--- config.mk ---
export PLATFORM = sky130hd
export DESIGN_NAME = p1_telegram_framer_crc_check_flat
export DESIGN_NICKNAME = d
export VERILOG_FILES = /design/src/sv/p1tf_pkg.sv /design/src/sv/p1tf_req_if.sv /design/src/sv/p1tf_rsp_if.sv /design/src/sv/p1_telegram_framer_crc_check.sv /design/src/flat_wrapper.sv
export SDC_FILE = /design/constraint.sdc
export NUM_CORES = 1
export LEC_CHECK = 0
export ABC_AREA = 1
export BUFFER_PORTS_ARGS = -buffer_cell sky130_fd_sc_hd__buf_2
export CORE_MARGIN = 4
export CORE_UTILIZATION = 60
export DETAILED_ROUTE_END_ITERATION = 16
export HOLD_SLACK_MARGIN = 0.03
export PLACE_DENSITY = 0.78
export RECOVER_POWER = 50
export SKIP_LAST_GASP = 1
export SYNTH_ARGS = -nofsm -noshare
export SYNTH_HDL_FRONTEND = slang
export SYNTH_SLANG_ARGS = --single-unit
--- constraint.sdc ---
create_clock -name clock -period 7.7 [get_ports clock]
set_input_delay 1.54 -clock clock [delete_from_list [all_inputs] [get_ports clock]]
set_output_delay 1.54 -clock clock [all_outputs]
set_load 0.05 [all_outputs]
--- src/sv/p1tf_pkg.sv ---
`default_nettype none

package p1tf_pkg;

   // Framing characters of the telegram.
   localparam logic [7:0] CH_SLASH = 8'h2F;
   localparam logic [7:0] CH_BANG  = 8'h21;
   localparam logic [7:0] CH_CR    = 8'h0D;

   // Tail length limits, the CR included.
   localparam int unsigned TAIL_MIN = 5;
   localparam int unsigned TAIL_MAX = 8;

   // At most this many hex digits are taken from the tail.
   localparam logic [2:0] HEX_DIGITS_MAX = 3'd4;

   localparam int unsigned CRC_W        = 16;
   localparam int unsigned FRAME_LEN_W  = 12;
   localparam int unsigned FRAME_CNT_W  = 16;
   localparam logic [CRC_W-1:0] CRC_POLY = 16'hA001;

   typedef enum logic [2:0] {
      ST_OK       = 3'd0,
      ST_SHORT    = 3'd1,
      ST_LONG     = 3'd2,
      ST_NOHEX    = 3'd3,
      ST_MISMATCH = 3'd4,
      ST_OVERFLOW = 3'd5
   } frame_status_type;

   // One byte of CRC-16/ARC: reflected polynomial, eight shift steps.
   function automatic logic [CRC_W-1:0] crc16_arc_byte(input logic [CRC_W-1:0] crc,
                                                       input logic [7:0] data);
      logic [CRC_W-1:0] c;
      c = crc ^ {8'h00, data};
      for (int i = 0; i < 8; i++) begin
         if (c[0]) begin
            c = (c >> 1) ^ CRC_POLY;
         end else begin
            c = c >> 1;
         end
      end
      return c;
   endfunction

   // Bit 4 flags a valid hex digit, bits 3:0 carry its value.
   function automatic logic [4:0] hex_nibble(input logic [7:0] data);
      logic [4:0] r;
      r = 5'd0;
      if (data >= 8'h30 && data <= 8'h39) begin
         r = {1'b1, 4'(data - 8'h30)};
      end else if (data >= 8'h61 && data <= 8'h66) begin
         r = {1'b1, 4'(data - 8'h57)};
      end else if (data >= 8'h41 && data <= 8'h46) begin
         r = {1'b1, 4'(data - 8'h37)};
      end
      return r;
   endfunction

endpackage

`default_nettype wire

--- src/sv/p1tf_req_if.sv ---
`default_nettype none

interface p1tf_req_if;
   logic       valid;
   logic       ready;
   logic [7:0] rx_byte;

   modport source (output valid, output rx_byte, input ready);
   modport sink   (input valid, input rx_byte, output ready);
endinterface

`default_nettype wire

--- src/sv/p1tf_rsp_if.sv ---
`default_nettype none

interface p1tf_rsp_if;
   logic                                       valid;
   logic                                       ready;
   p1tf_pkg::frame_status_type                 frame_status;
   logic [p1tf_pkg::CRC_W-1:0]                 computed_crc;
   logic [p1tf_pkg::CRC_W-1:0]                 received_crc;
   logic [p1tf_pkg::FRAME_LEN_W-1:0]           frame_length;
   logic [p1tf_pkg::FRAME_CNT_W-1:0]           good_frames;
   logic [p1tf_pkg::FRAME_CNT_W-1:0]           bad_frames;

   modport source (output valid, output frame_status, output computed_crc,
                   output received_crc, output frame_length, output good_frames,
                   output bad_frames, input ready);
   modport sink   (input valid, input frame_status, input computed_crc,
                   input received_crc, input frame_length, input good_frames,
                   input bad_frames, output ready);
endinterface

`default_nettype wire

--- src/sv/p1_telegram_framer_crc_check.sv ---
// A status item is registered from the byte that closes or overflows a frame.
// Throughput: one byte per cycle unless held off; CRC, hex parse and framing are combinational.
// The input is held off only while a status item waits and the result side is not ready.
// Reset is synchronous: it clears the framing state, the CRC, the counts and the result valid.
`default_nettype none

module p1_telegram_framer_crc_check #(
   parameter int unsigned MAX_FRAME_BYTES = 2048
) (
   input  wire logic        clock,
   input  wire logic        reset,
   p1tf_req_if.sink         req_if,
   p1tf_rsp_if.source       rsp_if
);
   import p1tf_pkg::*;

   localparam int unsigned    CNT_W   = $clog2(MAX_FRAME_BYTES + 1);
   localparam logic [CNT_W-1:0] CNT_MAX = CNT_W'(MAX_FRAME_BYTES);
   localparam int unsigned    TAIL_W  = 4;
   localparam logic [TAIL_W-1:0] TAIL_SAT = '1;

   typedef enum logic [1:0] {
      PH_IDLE,
      PH_BODY,
      PH_TAIL
   } phase_type;

   phase_type                phase_ff, phase_in;
   logic [CRC_W-1:0]         crc_ff, crc_in;
   logic [CNT_W-1:0]         cnt_ff, cnt_in, cnt_inc;
   logic [TAIL_W-1:0]        tail_ff, tail_in;
   logic [CRC_W-1:0]         hex_ff, hex_in;
   logic [2:0]               digits_ff, digits_in;
   logic                     stopped_ff, stopped_in;
   logic [FRAME_CNT_W-1:0]   good_ff, good_in;
   logic [FRAME_CNT_W-1:0]   bad_ff, bad_in;

   logic                     rsp_valid_ff, rsp_valid_in;
   frame_status_type         rsp_status_ff;
   logic [CRC_W-1:0]         rsp_crc_ff;
   logic [CRC_W-1:0]         rsp_recv_ff;
   logic [FRAME_LEN_W-1:0]   rsp_len_ff;
   logic [FRAME_CNT_W-1:0]   rsp_good_ff;
   logic [FRAME_CNT_W-1:0]   rsp_bad_ff;

   logic                     accept;
   logic                     emit;
   frame_status_type         status;
   logic [7:0]               rx;
   logic [4:0]               nib;

   // The output register parts the two sides: a waiting item blocks input only if it stalls.
   assign req_if.ready = !rsp_valid_ff || rsp_if.ready;
   assign accept       = req_if.valid && req_if.ready;
   assign rx           = req_if.rx_byte;
   assign nib          = hex_nibble(rx);
   assign cnt_inc      = cnt_ff + CNT_W'(1);

   always_comb begin
      phase_in   = phase_ff;
      crc_in     = crc_ff;
      cnt_in     = cnt_ff;
      tail_in    = tail_ff;
      hex_in     = hex_ff;
      digits_in  = digits_ff;
      stopped_in = stopped_ff;
      good_in    = good_ff;
      bad_in     = bad_ff;
      emit       = 1'b0;
      status     = ST_OK;

      if (accept) begin
         if (rx == CH_SLASH) begin
            // A slash starts a frame, or silently restarts the one in progress.
            crc_in     = crc16_arc_byte('0, rx);
            cnt_in     = CNT_W'(1);
            tail_in    = '0;
            hex_in     = '0;
            digits_in  = '0;
            stopped_in = 1'b0;
            phase_in   = PH_BODY;
         end else begin
            case (phase_ff)
               PH_BODY: begin
                  crc_in = crc16_arc_byte(crc_ff, rx);
                  cnt_in = cnt_inc;
                  if (rx == CH_BANG) begin
                     phase_in = PH_TAIL;
                  end
                  if (cnt_inc == CNT_MAX) begin
                     emit   = 1'b1;
                     status = ST_OVERFLOW;
                  end
               end
               PH_TAIL: begin
                  cnt_in  = cnt_inc;
                  tail_in = (tail_ff != TAIL_SAT) ? tail_ff + TAIL_W'(1) : tail_ff;
                  if (rx == CH_CR) begin
                     emit = 1'b1;
                     if (tail_in < TAIL_W'(TAIL_MIN)) begin
                        status = ST_SHORT;
                     end else if (tail_in > TAIL_W'(TAIL_MAX)) begin
                        status = ST_LONG;
                     end else if (digits_ff == '0) begin
                        status = ST_NOHEX;
                     end else if (hex_ff != crc_ff) begin
                        status = ST_MISMATCH;
                     end else begin
                        status = ST_OK;
                     end
                  end else begin
                     if (!stopped_ff) begin
                        if (!nib[4]) begin
                           stopped_in = 1'b1;
                        end else begin
                           hex_in    = {hex_ff[CRC_W-5:0], nib[3:0]};
                           digits_in = digits_ff + 3'd1;
                           if (digits_in >= HEX_DIGITS_MAX) begin
                              stopped_in = 1'b1;
                           end
                        end
                     end
                     if (cnt_inc == CNT_MAX) begin
                        emit   = 1'b1;
                        status = ST_OVERFLOW;
                     end
                  end
               end
               default: begin
                  // Idle: everything but a slash is dropped.
               end
            endcase
         end
      end

      if (emit) begin
         phase_in = PH_IDLE;
         if (status == ST_OK) begin
            if (good_ff != '1) begin
               good_in = good_ff + FRAME_CNT_W'(1);
            end
         end else begin
            if (bad_ff != '1) begin
               bad_in = bad_ff + FRAME_CNT_W'(1);
            end
         end
      end

      if (emit) begin
         rsp_valid_in = 1'b1;
      end else if (rsp_if.ready) begin
         rsp_valid_in = 1'b0;
      end else begin
         rsp_valid_in = rsp_valid_ff;
      end
   end

   always_ff @(posedge clock) begin
      if (reset) begin
         phase_ff     <= PH_IDLE;
         crc_ff       <= '0;
         cnt_ff       <= '0;
         tail_ff      <= '0;
         hex_ff       <= '0;
         digits_ff    <= '0;
         stopped_ff   <= 1'b0;
         good_ff      <= '0;
         bad_ff       <= '0;
         rsp_valid_ff <= 1'b0;
      end else begin
         phase_ff     <= phase_in;
         crc_ff       <= crc_in;
         cnt_ff       <= cnt_in;
         tail_ff      <= tail_in;
         hex_ff       <= hex_in;
         digits_ff    <= digits_in;
         stopped_ff   <= stopped_in;
         good_ff      <= good_in;
         bad_ff       <= bad_in;
         rsp_valid_ff <= rsp_valid_in;
      end
      if (emit) begin
         rsp_status_ff <= status;
         rsp_crc_ff    <= crc_in;
         rsp_recv_ff   <= hex_in;
         rsp_len_ff    <= FRAME_LEN_W'(cnt_in);
         rsp_good_ff   <= good_in;
         rsp_bad_ff    <= bad_in;
      end
   end

   assign rsp_if.valid        = rsp_valid_ff;
   assign rsp_if.frame_status = rsp_status_ff;
   assign rsp_if.computed_crc = rsp_crc_ff;
   assign rsp_if.received_crc = rsp_recv_ff;
   assign rsp_if.frame_length = rsp_len_ff;
   assign rsp_if.good_frames  = rsp_good_ff;
   assign rsp_if.bad_frames   = rsp_bad_ff;

`ifndef SYNTHESIS
   // Every status item ends the frame it reports on.
   a_emit_goes_idle: assert property (@(posedge clock) disable iff (reset)
      emit |=> (phase_ff == PH_IDLE))
      else $error("frame not closed after a status item");

   // The frame counters never step backwards.
   a_counts_monotone: assert property (@(posedge clock) disable iff (reset)
      accept |=> (good_ff >= $past(good_ff)) && (bad_ff >= $past(bad_ff)))
      else $error("frame counter decreased");

   // A good frame always carries matching CRCs.
   a_ok_crc_match: assert property (@(posedge clock) disable iff (reset)
      (rsp_valid_ff && (rsp_status_ff == ST_OK)) |-> (rsp_recv_ff == rsp_crc_ff))
      else $error("good status with differing CRCs");

   // At most one of the two counters moves per item.
   a_one_counter: assert property (@(posedge clock) disable iff (reset)
      emit |=> ((good_ff != $past(good_ff)) + (bad_ff != $past(bad_ff))) <= 2'd1)
      else $error("both frame counters changed");
`endif

endmodule

`default_nettype wire

--- src/flat_wrapper.sv ---
// flat-port wrapper written by rule: the top's interface ports become plain ports
module p1_telegram_framer_crc_check_flat import p1tf_pkg::*;
#(
   parameter int unsigned MAX_FRAME_BYTES = 2048
)
  (clock, reset, req_if_valid, req_if_rx_byte, req_if_ready, rsp_if_valid, rsp_if_frame_status, rsp_if_computed_crc, rsp_if_received_crc, rsp_if_frame_length, rsp_if_good_frames, rsp_if_bad_frames, rsp_if_ready);
  p1tf_req_if req_if_i ();
  p1tf_rsp_if rsp_if_i ();
  input  wire logic clock;
  input  wire logic reset;
  input wire logic [$bits(req_if_i.valid)-1:0] req_if_valid;
  input wire logic [$bits(req_if_i.rx_byte)-1:0] req_if_rx_byte;
  output wire logic [$bits(req_if_i.ready)-1:0] req_if_ready;
  output wire logic [$bits(rsp_if_i.valid)-1:0] rsp_if_valid;
  output wire logic [$bits(rsp_if_i.frame_status)-1:0] rsp_if_frame_status;
  output wire logic [$bits(rsp_if_i.computed_crc)-1:0] rsp_if_computed_crc;
  output wire logic [$bits(rsp_if_i.received_crc)-1:0] rsp_if_received_crc;
  output wire logic [$bits(rsp_if_i.frame_length)-1:0] rsp_if_frame_length;
  output wire logic [$bits(rsp_if_i.good_frames)-1:0] rsp_if_good_frames;
  output wire logic [$bits(rsp_if_i.bad_frames)-1:0] rsp_if_bad_frames;
  input wire logic [$bits(rsp_if_i.ready)-1:0] rsp_if_ready;
  assign req_if_i.valid = req_if_valid;
  assign req_if_i.rx_byte = req_if_rx_byte;
  assign req_if_ready = req_if_i.ready;
  assign rsp_if_valid = rsp_if_i.valid;
  assign rsp_if_frame_status = rsp_if_i.frame_status;
  assign rsp_if_computed_crc = rsp_if_i.computed_crc;
  assign rsp_if_received_crc = rsp_if_i.received_crc;
  assign rsp_if_frame_length = rsp_if_i.frame_length;
  assign rsp_if_good_frames = rsp_if_i.good_frames;
  assign rsp_if_bad_frames = rsp_if_i.bad_frames;
  assign rsp_if_i.ready = rsp_if_ready;
  p1_telegram_framer_crc_check #(.MAX_FRAME_BYTES(MAX_FRAME_BYTES)) u_core (.clock(clock), .reset(reset), .req_if(req_if_i), .rsp_if(rsp_if_i));
endmodule
======== After elaboration in Yosys (flattened, before gate mapping) ========
Cells that the tools add are included.
storage, ports and cells
  logic and storage cells ................. 186
  register bits after elaboration ......... 166
  bits of input ports ..................... 12
operators by class
  bitwise operators ....................... 17
  equal/unequal tests ..................... 12
  order comparisons ....................... 9
  $add $sub $neg .......................... 8
  reductions and logical operators ........ 19
  muxes and demuxes ....................... 105
operator list
  kind                                                            count
  2-to-1 mux 16 bit                                               66
  inverter 2 -> 3 bit                                             15
  2-to-1 mux 3 bit                                                13
  2-to-1 mux 12 bit                                               3
  adder 16 x 1 -> 16 bit, second input constant                   2
  != test 16 bit, second input constant                           2
  equality test 8 x 6 -> 1 bit, second input constant             2
  >= comparator 8 x 7 -> 1 bit, second input constant             2
  less-or-equal comparator 8 x 7 -> 1 bit, second input constant  2
  != test 16 bit                                                  1
  XOR 16 x 8 -> 16 bit                                            1
  2-to-1 mux 5 bit                                                3
  adder 12 x 1 -> 12 bit, second input constant                   1
  equality test 12 bit, second input constant                     1
  2-to-1 mux 1 bit                                                12
  2-to-1 mux 4 bit                                                3
  nonzero test 2 bit                                              5
  equality test 8 x 4 -> 1 bit, second input constant             1
  >= comparator 8 x 6 -> 1 bit, second input constant             1
  less-or-equal comparator 8 x 6 -> 1 bit, second input constant  1
  subtractor 4 x 3 -> 4 bit, second input constant                2
  logical NOT 3 bit                                               2
  2-to-1 mux 2 bit                                                3
  case mux 3 bit (2 select lines)                                 1
  20 further kinds                                                25

======== Longest topological paths before layout ========
  depth in word-level cells ............... 41
  mapped depth ............................ 19
  gate-level depth less buffers ........... 19

======== Worst setup path after synthesis ========
OpenSTA, ideal clock, no wires.
  kind .................................... in2reg
  from .................................... input req_if_rx_byte[7]
  to ...................................... register u_core.rsp_good_ff[10], in the netlist u_core.rsp_if.good_frames[10], data pin
  data arrival time ....................... 3968 ps
  slack ................................... 3476 ps
  path buffers ............................ 1
  cell stages on the path ................. 13
  cells stage by stage .................... inv_1 ha_1 nand2_1 inv_1 nand3_2 nand2_1 a211oi_1 nand3_2 nand2_4 buf_4 clkinv_1 nand2_1 nand2_1
RTL lines
  element                          line                                 text
  start, declared                  flat_wrapper.sv:12                   input wire logic [$bits(req_if_i.rx_byte)-1:0] req_if_rx_byte;
  equality test 8 x 4 -> 1 bit     p1_telegram_framer_crc_check.sv:98   if (rx == CH_CR) begin
  2-to-1 mux 1 bit                 p1_telegram_framer_crc_check.sv:98
  case mux 1 bit (2 select lines)  p1_telegram_framer_crc_check.sv:83   case (phase_ff)
  2-to-1 mux 1 bit (*)             p1_telegram_framer_crc_check.sv:73   if (rx == CH_SLASH) begin
  2-to-1 mux 1 bit (*)             p1_telegram_framer_crc_check.sv:72   if (accept) begin
  net u_core.emit                  p1_telegram_framer_crc_check.sv:47   logic emit;
  2-to-1 mux 16 bit (*)            p1_telegram_framer_crc_check.sv:136  if (emit) begin
  net u_core.good_in[10]           p1_telegram_framer_crc_check.sv:35   logic [FRAME_CNT_W-1:0] good_ff, good_in;
  end signal, assigned             p1_telegram_framer_crc_check.sv:187  rsp_good_ff <= good_in;
  end, declared                    p1_telegram_framer_crc_check.sv:43   logic [FRAME_CNT_W-1:0] rsp_good_ff;
Mark *: on every way through the listed nets, which the timed path passes. The rest lies on a longest branch.
A chain may end at the register's enable or synchronous reset.

======== Worst setup path in the final report ========
  from .................................... input rsp_if_ready
  to ...................................... register u_core.rsp_bad_ff[5], in the netlist u_core.rsp_if.bad_frames[5], data pin
on the way
  cells in the longest elaborated chain, start to end .. 6
ends and longest elaborated chain
  element                line                                 text
  start, declared        flat_wrapper.sv:21                   input wire logic [$bits(rsp_if_i.ready)-1:0] rsp_if_ready;
  logical OR 1 bit (*)   p1_telegram_framer_crc_check.sv:53   assign req_if.ready = !rsp_valid_ff || rsp_if.ready;
  logical AND 1 bit (*)  p1_telegram_framer_crc_check.sv:54   assign accept = req_if.valid && req_if.ready;
  2-to-1 mux 3 bit       p1_telegram_framer_crc_check.sv:72
  logical NOT 3 bit      p1_telegram_framer_crc_check.sv:138  if (status == ST_OK) begin
  2-to-1 mux 16 bit      p1_telegram_framer_crc_check.sv:138
  2-to-1 mux 16 bit (*)  p1_telegram_framer_crc_check.sv:136
  net u_core.bad_in[5]   p1_telegram_framer_crc_check.sv:36   logic [FRAME_CNT_W-1:0] bad_ff, bad_in;
  end signal, assigned   p1_telegram_framer_crc_check.sv:188  rsp_bad_ff <= bad_in;
  end, declared          p1_telegram_framer_crc_check.sv:44   logic [FRAME_CNT_W-1:0] rsp_bad_ff;
Marks and branches as above.

==> impl_results.rst <==
.. list-table::
   :header-rows: 1

   * - Metric
     - Value
   * - Post-synth design cell area
     - 9022 sq um
   * - Fraction of layout cells with a size suffix above 1
     - 6.058%
   * - Leakage dissipation
     - 4.471 nW
   * - Met1 wire length
     - 9664 um
   * - Number of DRC violations after detailed routing
     - 0
   * - Startpoint kind of the worst setup timing path
     - input port
   * - Post-synth EDFFs
     - 79
   * - Maximum root-to-sink buffer count
     - 2
   * - Area inside the core boundary
     - 14,640 sq um
   * - Antenna Cells
     - 0
   * - Synthesized net count
     - 1,213
   * - Leading cell types in the layout, fill and taps excluded
     - sky130_fd_sc_hd__nand2_1, sky130_fd_sc_hd__inv_1, sky130_fd_sc_hd__dfxtp_1, sky130_fd_sc_hd__clkbuf_1, sky130_fd_sc_hd__a21oi_1
   * - Number of max-capacitance violations reported
     - 0
   * - I/O pin count
     - 93
   * - Detailed-routing iteration count for the pre-antenna-repair pass
     - 6
   * - Number of hold-slack violations in the final timing report
     - 0
   * - Worst slew slack as a fraction of its limit
     - 37.66%
   * - Peak per-stage delay on the critical path
     - 0.55 ns
   * - Post-Route WL
     - 20,850 um
   * - Total count of max-transition violations in the final report
     - 0
   * - Top layer used by detailed routing
     - met4
   * - Type of the setup path with the least slack
     - in -> reg
   * - Horizontal extent of the die
     - 130.6 um
   * - Count of buffer and inverter cells on the critical path
     - 4
   * - Relative area change from synthesis to final layout
     - 11.25%
   * - Floorplan die height
     - 130.6 um
   * - Worst path cell trace
     - buf_2 > inv_1 > nand2_1 > nand2_1 > inv_1 > nand2_1 > a211oi_1 > nand3_2 > nand2_4 > nand2_4 > nand3_4 > inv_2 > nand2_1 > nand2_1
   * - Worst-case hold path end point
     - u_core.bad_ff[15]
   * - Setup Buffers After CTS
     - 0
   * - Largest net degree at the start of global routing
     - 82
   * - Overflow left after global routing
     - 0
   * - Achievable Freq
     - 203.3 MHz
   * - Synth Warn #
     - 0
   * - Initial DRC Count
     - 734
   * - Area taken by flip-flops and latches
     - 4114 sq um
   * - Via count
     - 7,717
   * - Element type at the critical path end
     - flop
   * - TritonCTS clock tree
     - yes
   * - Flop and latch count out of synthesis
     - 166
   * - Ys flop type
     - sky130_fd_sc_hd__dfxtp_1
   * - Final Setup Violations
     - 0
   * - Starting Density
     - 61.61%
   * - Post-place instance area
     - 9582 sq um
   * - Detail Route Antenna Nets
     - 0
   * - Setup slack on the worst flop-to-flop path
     - 3.66 ns
   * - H-tree levels
     - 4
   * - Average footprint of a synthesized cell
     - 7.685 sq um
   * - Async set or reset register ratio after synthesis
     - 0%
   * - Count of mapped cells out of synthesis
     - 1,174
   * - Final Wtd Congestion
     - 0.9134
   * - Antenna violations before repair
     - 0
   * - HPWL after DPL
     - 14,960 um
   * - Worst R2R Path Depth
     - 12
   * - WL per Instance
     - 14.33 um
   * - CTS-repair resized insts
     - 0
   * - Biggest area consumer among synthesized cells
     - sky130_fd_sc_hd__edfxtp_1
   * - Multi-input gate area in the final layout
     - 4113 sq um
   * - Area of all placed cells without fillers
     - 10,040 sq um
   * - Most frequent standard cell in the layout excluding fill and tap cells
     - sky130_fd_sc_hd__nand2_1
   * - R2R Path Start
     - u_core.rsp_if.valid
   * - Number of cells traversed by the worst hold path
     - 2
   * - Period Utilization, post-route
     - 63.88%
   * - Crit path max fanout
     - 47
   * - Top-area cell type share of the netlist area
     - 26.29%
   * - Clock root cell
     - sky130_fd_sc_hd__clkbuf_16
   * - Kind of cell adding the most delay to the critical path
     - simple AND/OR/NAND/NOR gates
   * - Detail Route met3 WL
     - 1040 um
   * - Distinct cell type count of the synthesized netlist
     - 46
   * - Clock transition at path regs
     - 0.06 ns
   * - Row count
     - 44
   * - Share of synthesized area occupied by flip-flops and latches
     - 45.60%
   * - Count of port buffers added during placement
     - 92
   * - Least-Margin Pin Slew
     - 0.9351 ns
   * - Die Area
     - 17,060 sq um
   * - Worst hold path startpoint
     - u_core.bad_ff[15]
   * - Class of the most critical hold timing path
     - reg -> reg
   * - Overall power consumption
     - 1.816 mW
   * - Outcome
     - completed
   * - Layout net count
     - 1,297
   * - Count of clock tree sinks
     - 166
   * - WP data required
     - 7.87 ns
   * - Number of buffers added to fix hold violations after cts
     - 0
   * - Most prevalent standard cell on the critical path
     - sky130_fd_sc_hd__nand2_1
   * - Later-pin clock latency in the skew report
     - 0.43 ns
   * - Wire length of the first global-routing pass
     - 34,110 um
   * - GR Util All Layers
     - 25.25%
   * - Peak VDD IR
     - 0.1450 mV
   * - Critical path's slowest cell
     - sky130_fd_sc_hd__inv_1
   * - Cell types occupying the most area after synthesis
     - sky130_fd_sc_hd__edfxtp_1, sky130_fd_sc_hd__dfxtp_1, sky130_fd_sc_hd__nand2_1
   * - Critical Path AT
     - 5.09 ns
   * - Crit path time final
     - 4.919 ns
   * - Setup repair after global routing missed its margin
     - no
   * - Via density per instance
     - 5.304
   * - Fillcell total
     - 1,256
   * - CTS Buf Count
     - 17
   * - Summed negative setup slack over all endpoints
     - 0 ns
   * - Endpoint of the lowest-slack register-to-register path
     - u_core.rsp_if.bad_frames[5]
   * - Power Dens Cells
     - 180.9 nW/um^2
   * - Number of global-route vias before repair
     - 7,048
   * - Clock tree skew after final layout
     - 0.006465 ns
   * - Routed length on met2
     - 9731 um
[stage by stage]
step                      instances  utilization (%)  setup WS, ns  hold WS, ns
after floorplan                1174                -         3.476       0.4610
after global placement         1423            65.43         2.955       0.4717
after detailed placement       1423            65.43         2.841       0.4851
after CTS                      1455            69.29         3.292       0.4954
after global routing           1455            68.54         2.396       0.5172
final                          1455            68.54         2.781       0.4948
[power by group]
part,switching (mW),internal (mW),total (mW)
logic,0.0506,0.0221,0.0727
clock network,0.348,0.477,0.825
registers,0.00104,0.917,0.918
[cell usage after synthesis, types with 2 or more instances]
| master | number |
|---|---|
| sky130_fd_sc_hd__a211oi_1 | 4 |
| sky130_fd_sc_hd__nor2_1 | 74 |
| sky130_fd_sc_hd__or2_2 | 5 |
| sky130_fd_sc_hd__o22ai_1 | 3 |
| sky130_fd_sc_hd__o21bai_1 | 4 |
| sky130_fd_sc_hd__nand3b_1 | 3 |
| sky130_fd_sc_hd__clkinv_1 | 2 |
| sky130_fd_sc_hd__o211ai_1 | 5 |
| sky130_fd_sc_hd__buf_6 | 3 |
| sky130_fd_sc_hd__nand3_2 | 4 |
| sky130_fd_sc_hd__nor4_2 | 2 |
| sky130_fd_sc_hd__nor2_2 | 6 |
| sky130_fd_sc_hd__buf_4 | 4 |
| sky130_fd_sc_hd__nand2_4 | 3 |
| sky130_fd_sc_hd__ha_1 | 27 |
| sky130_fd_sc_hd__o21ai_1 | 20 |
| sky130_fd_sc_hd__xnor2_1 | 16 |
| sky130_fd_sc_hd__dfxtp_1 | 87 |
| sky130_fd_sc_hd__nor4_1 | 9 |
| sky130_fd_sc_hd__xor2_1 | 34 |
| sky130_fd_sc_hd__buf_2 | 2 |
| sky130_fd_sc_hd__nand2_1 | 361 |
| sky130_fd_sc_hd__nor3_1 | 18 |
| sky130_fd_sc_hd__and2_1 | 2 |
| sky130_fd_sc_hd__clkbuf_1 | 19 |
| sky130_fd_sc_hd__nand2_2 | 4 |
| sky130_fd_sc_hd__a21oi_1 | 80 |
| sky130_fd_sc_hd__nor3_2 | 4 |
| sky130_fd_sc_hd__nand3_1 | 64 |
| sky130_fd_sc_hd__o21ai_0 | 29 |
| sky130_fd_sc_hd__inv_2 | 7 |
| sky130_fd_sc_hd__nand4_1 | 18 |
| sky130_fd_sc_hd__inv_1 | 160 |
| sky130_fd_sc_hd__edfxtp_1 | 79 |
[flip-flops by register name (all words and copies together) (netlist names)]
register,cells
u_core.bad_ff,16
u_core.crc_ff,16
u_core.good_ff,16
u_core.hex_ff,16
u_core.rsp_if.bad_frames,16
u_core.rsp_if.computed_crc,16
u_core.rsp_if.good_frames,16
u_core.rsp_if.received_crc,16
u_core.cnt_ff,12
u_core.rsp_if.frame_length,12
u_core.tail_ff,4
u_core.digits_ff,3
u_core.rsp_if.frame_status,3
u_core.phase_ff,2
u_core.rsp_if.valid,1
u_core.stopped_ff,1
[per-layer routing]
| metal | GRT usage [%] | up-vias |
|---|---|---|
| li1 | - | 3942 |
| met4 | 7.260 | 0 |
| met1 | 34.94 | 3515 |
| met2 | 40.59 | 224 |
| met3 | 5.000 | 36 |
| met5 | 0 | - |
[worst register-to-register path: cells and delay by family, from the launching register on]
kind	cells	cell delay, ns
DFF	1	0.31
buffers and inverters	2	0.77
and+or+nand+nor	9	2.38
AOI/OAI and AO/OA	1	0.33
[cell families after synthesis]
group | Yosys count | synth area share [%]
simple gates | 581 | 28.11
buf+inv | 199 | 8.737
flops | 166 | 45.60
compound gates | 151 | 8.959
xor+xnor | 50 | 4.854
fa+ha+maj | 27 | 3.744
[how the worst max path moves through the flow]
stage	startpoint	endpoint	slack [ns]	cells past startpoint
6_report	rsp_if_ready	u_core.rsp_if.bad_frames[5]	2.78	14
2_1_floorplan	req_if_rx_byte[7]	u_core.rsp_if.good_frames[10]	3.48	13
4_1_cts	rsp_if_ready	u_core.rsp_if.bad_frames[14]	3.29	14
3_5_place_dp	rsp_if_ready	u_core.rsp_if.bad_frames[5]	2.84	14
3_3_place_gp	rsp_if_ready	u_core.rsp_if.bad_frames[5]	2.95	14
5_1_grt	rsp_if_ready	u_core.rsp_if.bad_frames[5]	2.40	14
[cell type report]
cell class | count | share of cell area (%)
Sequential cell | 166 | 40.99
Multi-Input combinational cell | 809 | 40.97
Inverter | 169 | 6.320
Clock buffer | 20 | 4.351
Timing Repair Buffer | 95 | 3.790
Tap cell | 184 | 2.294
Clock inverter | 12 | 1.284
(Power assumes the default switching activity.)
